**src/button_page_selector_macros.svh**
```systemverilog
// ----------------------------------------------------------------------------
// button_page_selector_macros
// Assertion macros used by the button page selector top level.
// Each macro expands to one labelled concurrent assertion, sampled on the
// rising clock edge and switched off while reset is high.
// ----------------------------------------------------------------------------
`ifndef BUTTON_PAGE_SELECTOR_MACROS_SVH
`define BUTTON_PAGE_SELECTOR_MACROS_SVH

// Same-cycle implication: when ante holds, cons must hold at that edge.
`define BPS_ASSERT_NOW(label, clk, rst, ante, cons, msg) \
   label: assert property (@(posedge clk) disable iff (rst) (ante) |-> (cons)) \
      else $error(msg);

// Next-cycle implication: when ante holds, cons must hold at the next edge.
`define BPS_ASSERT_NEXT(label, clk, rst, ante, cons, msg) \
   label: assert property (@(posedge clk) disable iff (rst) (ante) |=> (cons)) \
      else $error(msg);

`endif

```
**src/bps_pkg.sv**
```systemverilog
// ----------------------------------------------------------------------------
// bps_pkg
// Types and constants shared by the button page selector modules.
// ----------------------------------------------------------------------------
`default_nettype none

package bps_pkg;

   // Widths
   localparam int unsigned TimeWidth  = 32;
   localparam int unsigned PageWidth  = 3;
   localparam int unsigned CountWidth = 3;
   localparam int unsigned CsrIdxWidth  = 3;
   localparam int unsigned CsrDataWidth = 32;

   // Last page index the display supports
   localparam logic [3:0] LastPage = 4'd7;

   // Register indexes of the configuration port
   localparam logic [CsrIdxWidth-1:0] CsrDisplayEnabled = 3'd0;
   localparam logic [CsrIdxWidth-1:0] CsrDisplayReady   = 3'd1;
   localparam logic [CsrIdxWidth-1:0] CsrPageInterval   = 3'd2;
   localparam logic [CsrIdxWidth-1:0] CsrPageCount      = 3'd3;
   localparam logic [CsrIdxWidth-1:0] CsrDebounce       = 3'd4;
   localparam logic [CsrIdxWidth-1:0] CsrClickWindow    = 3'd5;
   localparam logic [CsrIdxWidth-1:0] CsrClickTarget    = 3'd6;
   localparam logic [CsrIdxWidth-1:0] CsrSpecialHold    = 3'd7;

   // Register reset values
   localparam logic [31:0] RstPageInterval = 32'd5000;
   localparam logic [3:0]  RstPageCount    = 4'd8;
   localparam logic [15:0] RstDebounce     = 16'd40;
   localparam logic [15:0] RstClickWindow  = 16'd2500;
   localparam logic [2:0]  RstClickTarget  = 3'd5;
   localparam logic [15:0] RstSpecialHold  = 16'd5000;

   // Configuration registers
   typedef struct packed {
      logic        display_enabled;
      logic        display_ready;
      logic [31:0] page_interval_ms;
      logic [3:0]  page_count;
      logic [15:0] debounce_ms;
      logic [15:0] click_window_ms;
      logic [2:0]  click_target;
      logic [15:0] special_hold_ms;
   } cfg_type;

   // Selector state carried from one sample to the next
   typedef struct packed {
      logic                  button_last_pressed;
      logic [TimeWidth-1:0]  button_changed_time;
      logic                  press_handled;
      logic [CountWidth-1:0] fast_click_count;
      logic [TimeWidth-1:0]  click_window_start;
      logic                  special_active;
      logic [TimeWidth-1:0]  special_until;
      logic                  page_sequence_on;
      logic [PageWidth-1:0]  current_page;
      logic [TimeWidth-1:0]  page_shown_time;
      logic [TimeWidth-1:0]  last_refresh_time;
      logic                  first_main_pending;
   } state_type;

   // One result item
   typedef struct packed {
      logic                 redraw;
      logic [PageWidth-1:0] page_index;
      logic                 special_shown;
      logic                 sequence_active;
   } result_type;

   localparam state_type StateReset = '{
      button_last_pressed: 1'b0,
      button_changed_time: '0,
      press_handled:       1'b0,
      fast_click_count:    '0,
      click_window_start:  '0,
      special_active:      1'b0,
      special_until:       '0,
      page_sequence_on:    1'b0,
      current_page:        '0,
      page_shown_time:     '0,
      last_refresh_time:   '0,
      first_main_pending:  1'b1
   };

endpackage

`default_nettype wire

```
**src/bps_csr.sv**
```systemverilog
// ----------------------------------------------------------------------------
// bps_csr
// Configuration register file of the button page selector; write only.
// ----------------------------------------------------------------------------
`default_nettype none

module bps_csr (
   input  wire logic                              clock,
   input  wire logic                              reset,
   input  wire logic                              csr_write_enable,
   input  wire logic [bps_pkg::CsrIdxWidth-1:0]   csr_index,
   input  wire logic [bps_pkg::CsrDataWidth-1:0]  csr_write_data,
   output      bps_pkg::cfg_type                  cfg
);

   bps_pkg::cfg_type cfg_ff;
   bps_pkg::cfg_type cfg_in;

   // Decode the write onto the addressed register, truncating to its width
   always_comb begin
      cfg_in = cfg_ff;
      if (csr_write_enable) begin
         unique case (csr_index)
            bps_pkg::CsrDisplayEnabled: cfg_in.display_enabled  = csr_write_data[0];
            bps_pkg::CsrDisplayReady:   cfg_in.display_ready    = csr_write_data[0];
            bps_pkg::CsrPageInterval:   cfg_in.page_interval_ms = csr_write_data[31:0];
            bps_pkg::CsrPageCount:      cfg_in.page_count       = csr_write_data[3:0];
            bps_pkg::CsrDebounce:       cfg_in.debounce_ms      = csr_write_data[15:0];
            bps_pkg::CsrClickWindow:    cfg_in.click_window_ms  = csr_write_data[15:0];
            bps_pkg::CsrClickTarget:    cfg_in.click_target     = csr_write_data[2:0];
            bps_pkg::CsrSpecialHold:    cfg_in.special_hold_ms  = csr_write_data[15:0];
            default:                    cfg_in = cfg_ff;
         endcase
      end
   end

   // Hold the registers; reset to their power-on values
   always_ff @(posedge clock) begin
      if (reset) begin
         cfg_ff.display_enabled  <= 1'b1;
         cfg_ff.display_ready    <= 1'b0;
         cfg_ff.page_interval_ms <= bps_pkg::RstPageInterval;
         cfg_ff.page_count       <= bps_pkg::RstPageCount;
         cfg_ff.debounce_ms      <= bps_pkg::RstDebounce;
         cfg_ff.click_window_ms  <= bps_pkg::RstClickWindow;
         cfg_ff.click_target     <= bps_pkg::RstClickTarget;
         cfg_ff.special_hold_ms  <= bps_pkg::RstSpecialHold;
      end else begin
         cfg_ff <= cfg_in;
      end
   end

   assign cfg = cfg_ff;

endmodule

`default_nettype wire

```
**src/bps_step.sv**
```systemverilog
// ----------------------------------------------------------------------------
// bps_step
// Next-state and result logic for one button sample.
// ----------------------------------------------------------------------------
`default_nettype none

module bps_step (
   input  wire bps_pkg::cfg_type                    cfg,
   input  wire bps_pkg::state_type                  state_cur,
   input  wire logic [bps_pkg::TimeWidth-1:0]       now_ms,
   input  wire logic                                button_pressed,
   output      bps_pkg::state_type                  state_nxt,
   output      bps_pkg::result_type                 result
);

   logic [bps_pkg::TimeWidth-1:0]  hold_left;
   logic                           held;
   logic [bps_pkg::TimeWidth-1:0]  since_change;
   logic [bps_pkg::TimeWidth-1:0]  since_window;
   logic [bps_pkg::TimeWidth-1:0]  since_shown;
   logic [bps_pkg::TimeWidth-1:0]  since_refresh;
   logic                           level_changed;
   logic                           press_fire;
   logic                           special_start;
   logic [bps_pkg::CountWidth-1:0] count_nxt;
   logic [3:0]                     page_adv;
   logic                           redraw;
   bps_pkg::state_type             s;

   // Special screen still held while the signed time left is positive
   assign hold_left = state_cur.special_until - now_ms;
   assign held      = state_cur.special_active && (hold_left != '0) && !hold_left[31];

   assign level_changed = button_pressed != state_cur.button_last_pressed;
   assign since_change  = level_changed ? '0 : (now_ms - state_cur.button_changed_time);
   assign since_window  = now_ms - state_cur.click_window_start;
   assign press_fire    = button_pressed && !state_cur.press_handled &&
                          (since_change >= {16'd0, cfg.debounce_ms});

   // Count fast clicks, restarting the window when it has run out
   always_comb begin
      if ((state_cur.fast_click_count == '0) ||
          (since_window > {16'd0, cfg.click_window_ms})) begin
         count_nxt = 3'd1;
      end else begin
         count_nxt = state_cur.fast_click_count + 3'd1;
      end
   end

   assign special_start = press_fire && (count_nxt >= cfg.click_target);

   // Walk one sample through the selector
   always_comb begin
      s             = state_cur;
      redraw        = 1'b0;
      page_adv      = '0;
      since_shown   = '0;
      since_refresh = '0;
      if (cfg.display_enabled && cfg.display_ready && !held) begin
         // Expired special screen: back to main
         if (state_cur.special_active) begin
            s.special_active    = 1'b0;
            s.current_page      = '0;
            s.page_sequence_on  = 1'b0;
            s.last_refresh_time = now_ms;
            redraw              = 1'b1;
         end

         // Track level changes for debouncing
         if (level_changed) begin
            s.button_changed_time = now_ms;
            s.button_last_pressed = button_pressed;
         end

         if (press_fire) begin
            s.press_handled = 1'b1;
            if (count_nxt != 3'd1 || state_cur.fast_click_count != '0 ||
                since_window <= {16'd0, cfg.click_window_ms}) begin
               s.fast_click_count = count_nxt;
            end
            if ((state_cur.fast_click_count == '0) ||
                (since_window > {16'd0, cfg.click_window_ms})) begin
               s.click_window_start = now_ms;
               s.fast_click_count   = 3'd1;
            end
         end

         if (special_start) begin
            // Enter special screen and stop here
            s.fast_click_count = '0;
            s.special_active   = 1'b1;
            s.special_until    = now_ms + {16'd0, cfg.special_hold_ms};
            s.page_sequence_on = 1'b0;
            s.current_page     = '0;
            redraw             = 1'b1;
         end else begin
            // Advance one page per press
            if (press_fire) begin
               if (!s.page_sequence_on) begin
                  s.page_sequence_on = 1'b1;
                  s.current_page     = 3'd1;
               end else begin
                  page_adv = {1'b0, s.current_page} + 4'd1;
                  if ((page_adv >= cfg.page_count) || (page_adv > bps_pkg::LastPage)) begin
                     s.current_page     = '0;
                     s.page_sequence_on = 1'b0;
                  end else begin
                     s.current_page = page_adv[2:0];
                  end
               end
               s.page_shown_time   = now_ms;
               s.last_refresh_time = now_ms;
               redraw              = 1'b1;
            end

            // Release re-arms the press
            if (!button_pressed) begin
               s.press_handled = 1'b0;
            end

            // Extra page timed out
            since_shown = now_ms - s.page_shown_time;
            if (s.page_sequence_on && (since_shown >= cfg.page_interval_ms)) begin
               s.current_page      = '0;
               s.page_sequence_on  = 1'b0;
               s.last_refresh_time = now_ms;
               redraw              = 1'b1;
            end

            // Periodic or first render of the main page
            since_refresh = now_ms - s.last_refresh_time;
            if (!s.page_sequence_on &&
                (s.first_main_pending || (since_refresh >= cfg.page_interval_ms))) begin
               s.first_main_pending = 1'b0;
               s.last_refresh_time  = now_ms;
               s.current_page       = '0;
               redraw               = 1'b1;
            end
         end
      end
   end

   assign state_nxt              = s;
   assign result.redraw          = redraw;
   assign result.page_index      = s.current_page;
   assign result.special_shown   = s.special_active;
   assign result.sequence_active = s.page_sequence_on;

endmodule

`default_nettype wire

```
**src/button_page_selector.sv**
```systemverilog
// ----------------------------------------------------------------------------
// button_page_selector
// Debounced push-button page selector with timed return and special screen.
// ----------------------------------------------------------------------------
//
//   Channel  Direction  Handshake              Contents
//   req_     in         req_valid / req_ready  now_ms, button_pressed
//   rsp_     out        rsp_valid / rsp_ready  redraw, page_index, special_shown,
//                                              sequence_active
//   csr_     in         csr_write_enable       csr_index, csr_write_data
//
// Every sample gives exactly one result; it passes through the input register
// and then the result register.
// One sample per cycle is sustained while rsp_ready stays high; the state update
// for a sample happens as its result enters the result register.
// A stalled result holds the result register; the input register still takes
// one more sample, then req_ready drops until the result is taken.
// Synchronous active-high reset clears both stages and the selector state.
// ----------------------------------------------------------------------------
`default_nettype none

`include "button_page_selector_macros.svh"

module button_page_selector (
   input  wire logic                              clock,
   input  wire logic                              reset,
   input  wire logic                              req_valid,
   output      logic                              req_ready,
   input  wire logic [bps_pkg::TimeWidth-1:0]     req_now_ms,
   input  wire logic                              req_button_pressed,
   output      logic                              rsp_valid,
   input  wire logic                              rsp_ready,
   output      logic                              rsp_redraw,
   output      logic [bps_pkg::PageWidth-1:0]     rsp_page_index,
   output      logic                              rsp_special_shown,
   output      logic                              rsp_sequence_active,
   input  wire logic                              csr_write_enable,
   input  wire logic [bps_pkg::CsrIdxWidth-1:0]   csr_index,
   input  wire logic [bps_pkg::CsrDataWidth-1:0]  csr_write_data
);

   bps_pkg::cfg_type              cfg;
   bps_pkg::state_type            state_ff;
   bps_pkg::state_type            state_in;
   bps_pkg::result_type           result_ff;
   bps_pkg::result_type           result_in;
   logic                          in_valid_ff;
   logic [bps_pkg::TimeWidth-1:0] in_now_ff;
   logic                          in_pressed_ff;
   logic                          out_valid_ff;
   logic                          advance;

   bps_csr u_csr (
      .clock            (clock),
      .reset            (reset),
      .csr_write_enable (csr_write_enable),
      .csr_index        (csr_index),
      .csr_write_data   (csr_write_data),
      .cfg              (cfg)
   );

   bps_step u_step (
      .cfg            (cfg),
      .state_cur      (state_ff),
      .now_ms         (in_now_ff),
      .button_pressed (in_pressed_ff),
      .state_nxt      (state_in),
      .result         (result_in)
   );

   // Move the held sample on when the result register is free
   assign advance   = in_valid_ff && (!out_valid_ff || rsp_ready);
   assign req_ready = !in_valid_ff || advance;

   // Input register
   always_ff @(posedge clock) begin
      if (reset) begin
         in_valid_ff <= 1'b0;
      end else if (req_ready) begin
         in_valid_ff <= req_valid;
      end
   end

   always_ff @(posedge clock) begin
      if (req_ready && req_valid) begin
         in_now_ff     <= req_now_ms;
         in_pressed_ff <= req_button_pressed;
      end
   end

   // Selector state and result register
   always_ff @(posedge clock) begin
      if (reset) begin
         state_ff     <= bps_pkg::StateReset;
         out_valid_ff <= 1'b0;
      end else begin
         if (advance) begin
            state_ff <= state_in;
         end
         if (advance) begin
            out_valid_ff <= 1'b1;
         end else if (rsp_ready) begin
            out_valid_ff <= 1'b0;
         end
      end
   end

   always_ff @(posedge clock) begin
      if (advance) begin
         result_ff <= result_in;
      end
   end

   assign rsp_valid           = out_valid_ff;
   assign rsp_redraw          = result_ff.redraw;
   assign rsp_page_index      = result_ff.page_index;
   assign rsp_special_shown   = result_ff.special_shown;
   assign rsp_sequence_active = result_ff.sequence_active;

   // Checks
   `BPS_ASSERT_NOW(a_special_on_main, clock, reset, rsp_valid && rsp_special_shown, (rsp_page_index == '0) && !rsp_sequence_active, "special screen reported off the main page")
   `BPS_ASSERT_NOW(a_sequence_off_main, clock, reset, rsp_valid && rsp_sequence_active, rsp_page_index != '0, "page sequence reported on the main page")
   `BPS_ASSERT_NOW(a_special_clears_clicks, clock, reset, state_ff.special_active, (state_ff.fast_click_count == '0) && !state_ff.page_sequence_on, "click count or page sequence live during special screen")
   `BPS_ASSERT_NEXT(a_stall_freezes_state, clock, reset, out_valid_ff && !rsp_ready, $stable(state_ff), "selector state moved while the result was stalled")

endmodule

`default_nettype wire

```
**config.mk**
```make
export PLATFORM = sky130hd
export DESIGN_NAME = button_page_selector
export DESIGN_NICKNAME = d
export VERILOG_FILES = /design/src/bps_pkg.sv /design/src/bps_csr.sv /design/src/bps_step.sv /design/src/button_page_selector.sv
export VERILOG_INCLUDE_DIRS = /design/src /design/src/src
export SDC_FILE = /design/constraint.sdc
export NUM_CORES = 1
export LEC_CHECK = 0
export BUFFER_PORTS_ARGS = -buffer_cell sky130_fd_sc_hd__clkbuf_2
export CORE_MARGIN = 4
export CORE_UTILIZATION = 30
export CTS_BUF_LIST = sky130_fd_sc_hd__clkbuf_8
export DETAILED_ROUTE_END_ITERATION = 10
export PLACE_DENSITY = 0.47
export SYNTH_ARGS = -nofsm -noshare
export SYNTH_HDL_FRONTEND = slang
export SYNTH_SLANG_ARGS = --single-unit
```
**constraint.sdc**
```tcl
create_clock -name clock -period 43 [get_ports clock]
set_clock_uncertainty 0.2 [all_clocks]
set_input_delay 2.15 -clock clock [delete_from_list [all_inputs] [get_ports clock]]
set_output_delay 2.15 -clock clock [all_outputs]
set_load 0.005 [all_outputs]
```
==> results.json <==
{
  "syn_to_final_growth_pct": 11.96,
  "nFillCells": 8329,
  "final_net_count": 3333,
  "cts_resized": 0,
  "power.ir.vdd_worst_mv": 0.02422,
  "worstHoldPathType": "reg -> reg",
  "ioPinCount": 81,
  "wl_per_cell_um": 18.29,
  "clkSinkCount": 301,
  "fp.dieW_um": 287.5,
  "final_design_area_no_fill_sq_um": 26240,
  "pwr-share-comb_pct": 26.8,
  "cts_tree": "built",
  "fin_tns_setup_ns": 0,
  "port-buffer-count": 80,
  "post_synth_instance_area_sq_um": 23430,
  "power.internal_w": 0.0005470,
  "insertion_delay_ns": 0.66,
  "post-place-ws_ns": 25.81,
  "first_iter_violations": 1149,
  "slew_at_the_pin_with_the_worst_max_slew_slack_ns": 1.163,
  "clock_root_buffer": "sky130_fd_sc_hd__clkbuf_8",
  "die_height_um": 287.5,
  "critical_path.max_fanout": 33,
  "synth_top_cell_area_share_pct": 22.38,
  "power_leakage_nw": 10.95,
  "clk_pin_slew_worst_paths_ns": 0.06,
  "avgViaCountPerCell": 5.020,
  "synth_nets": 3256,
  "ys_ff_latch": 301,
  "fin_crit_sh_pct": 40.21,
  "critical_path.reg2reg.startpoint": "in_now_ff[0]",
  "post_route_cells_drive_above_1_share_pct": 8.932,
  "min_period_ns": 17.29,
  "numCtsBuffers": 58,
  "crit_start": "in_now_ff[0]",
  "placedInstanceArea_sq_um": 25010,
  "power.density_nw_per_um2": 30.87,
  "power.switching_fraction_pct": 32.46,
  "yosysSeqAreaShare_pct": 27.38,
  "status": "complete, no violations",
  "ff_latch_area_sq_um": 6416,
  "routed_vias": 20402,
  "drt.antenna.violating_nets": 0,
  "worst-r2r-cell-count": 79,
  "timing.critical_path.to": "state_ff[2]",
  "synth_area_per_cell_sq_um": 8.084,
  "fmaxAchievable_ghz": 0.05784,
  "rrSetupSlack_ns": 25.71,
  "place.gp.congestion": 0.8546,
  "rsz0062_at_grt": "false",
  "netlist.top_cell.by_area": "sky130_fd_sc_hd__dfxtp_1",
  "sequential_group_share_of_total_power_pct": 36.1,
  "grt_overflow": 0,
  "critical_path.startpoint_type": "flip-flop",
  "ys_types": 91,
  "floorplan.initialDensity_pct": 30.25,
  "yosysWarningCount": 0,
  "core_sq_um": 77470,
  "cts.hold.buffers_added": 0,
  "multi_input_area_sq_um": 15710,
  "antenna_violations_before_repair": 1,
  "maxCapViolations": 0,
  "synth_commonest_cells": "320 x sky130_fd_sc_hd__nand2_1, 278 x sky130_fd_sc_hd__ha_1, 275 x sky130_fd_sc_hd__nor2_1",
  "crit_path_max_incr_delay_ns": 0.87,
  "post-route-drc-count": 0,
  "clock_power_share_pct": 37.1,
  "required_ns": 43.36,
  "routed_wirelength_um": 74330,
  "worst_setup_path_end_kind": "flip-flop",
  "synth-main-ff-cell": "sky130_fd_sc_hd__dfxtp_1",
  "rows": 102,
  "grt_first_pass_wirelength_um": 115000,
  "cts_htree_levels": 2,
  "switching_power_w": 0.0002629,
  "setup-violations-final": 0,
  "first_global_vias": 19776,
  "postSynthCellCount": 2899,
  "cp.arrival_ns": 17.65,
  "global_routing_usage_summed_across_all_routing_layers_pct": 17.69,
  "post-cts-setup-buffer-count": 0,
  "timing.slew.headroom_pct": 22.05,
  "number_of_synthesized_flops_with_an_enable_pin": 39,
  "post-dp-hpwl_um": 56410,
  "maximum_root_to_sink_buffer_count": 3,
  "synthMostInstantiatedCell": "sky130_fd_sc_hd__nand2_1",
  "pin_count_of_the_biggest_net_entering_global_routing": 81,
  "async_flop_share_pct": 0,
  "crit_path_top_delay_cell": "sky130_fd_sc_hd__a21o_1",
  "finalCoreUtilization_pct": 33.87,
  "die_area_sq_um": 82650,
  "worst_setup_path_class": "reg -> reg",
  "critical_path.reg2reg.endpoint": "state_ff[2]",
  "finalWorstSetupSlack_ns": 25.71,
  "ys_top_cells_by_area": "sky130_fd_sc_hd__dfxtp_1 22%, sky130_fd_sc_hd__ha_1 15%, sky130_fd_sc_hd__mux2i_1 6.9%",
  "finalHoldViolations": 0,
  "final-max-slew-violation-count": 0,
  "final.hold.worst_slack_ns": 0.2527,
  "firstDrtPassIters": 5,
  "cpMostUsedCell": "sky130_fd_sc_hd__a21oi_1"
}
registers in the layout, summed over array words and instances, names as in the netlist:
register,cells
state_ff,171
in_valid_ff,1
rsp_redraw,1
rsp_page_index,3
in_pressed_ff,1
rsp_special_shown,1
rsp_sequence_active,1
u_csr.cfg,89
rsp_valid,1
in_now_ff,32
power by group through the flow:
stage               clock network [W]  registers [W]  logic [W]
floorplan                           0       0.000300   0.000155
global placement                    0       0.000298   0.000218
detailed placement                  0       0.000298   0.000216
CTS                          0.000313       0.000292   0.000217
global route                 0.000325       0.000293   0.000245
finish                       0.000301       0.000292   0.000217
layout make-up:
type,count,share of cell area (%)
antenna,1,0.009537
clock buffer,76,3.986
clock inverter,31,0.6867
inverter,219,3.133
multi-input combinational,2269,59.88
sequential,301,24.45
tap,1040,4.959
timing repair buffer,127,2.894
layout by cell type (no fill, tap or decap), drive strengths merged, types with 9 or more instances in the layout:
cell type  count
o21ai        115
a21boi        14
dfxtp        262
or3           15
ha           278
o2111ai       10
a211oi        62
o21bai        20
nor2         277
mux2i        161
and2          26
buf           48
nor2b         37
and3          23
xnor2         87
xor2          40
edfxtp        39
or2           13
a31oi         19
o211ai        33
nor3          47
a21o         102
clkinv        11
nand3         46
a21oi        266
o31ai         10
nand4         36
nand2        320
a211o         10
clkbuf       155
o21a          40
nand2b        37
inv          237
nor3b          9
cell families (layout without fill, tap and decap cells):
family	Yosys count	after routing	synth area share, %
other cells	0	1	0
mux	169	169	7.277
flops	301	301	27.38
compound gates	776	776	21.67
simple gates	913	913	17.88
xor+xnor	127	127	4.746
fa+ha+maj	284	284	15.36
buf+inv	329	453	5.691
metrics by stage:
step / total power, W / std cells
final: 0.0008099 / 4064
after CTS: 0.0008221 / 4063
after global routing: 0.0008628 / 4064
after detailed placement: 0.0005144 / 3956
after global placement: 0.0005161 / 3956
after floorplan: 0.0004555 / 2899
worst min path at each step:
stage	from	end	slack (ns)	cells past startpoint
2_1_floorplan	state_ff[0]	state_ff[0]	0.22	1
3_3_place_gp	state_ff[22]	state_ff[22]	0.24	2
3_5_place_dp	u_csr.cfg[80]	u_csr.cfg[80]	0.25	2
4_1_cts	u_csr.cfg[80]	u_csr.cfg[80]	0.25	2
5_1_grt	u_csr.cfg[32]	u_csr.cfg[32]	0.27	2
6_report	u_csr.cfg[42]	u_csr.cfg[42]	0.25	2
worst max-delay path: cells and delay by family (launching register included):
kind                       cells  cell delay, ns
and+or+nand+nor               20            2.60
adders and majority gates      8            2.37
AOI/OAI and AO/OA             43            9.59
xor gates and xnor gates       2            0.30
DFF                            1            0.46
muxes                          3            0.89
buffers and inverters          3            0.69
metal layers:
layer	global-route usage, %	share of wire, %
met2	29.53	46
met3	2.249	3.3
met1	23.69	47
met5	0	0
met4	5.711	3.3
(Power assumes the default switching activity.)
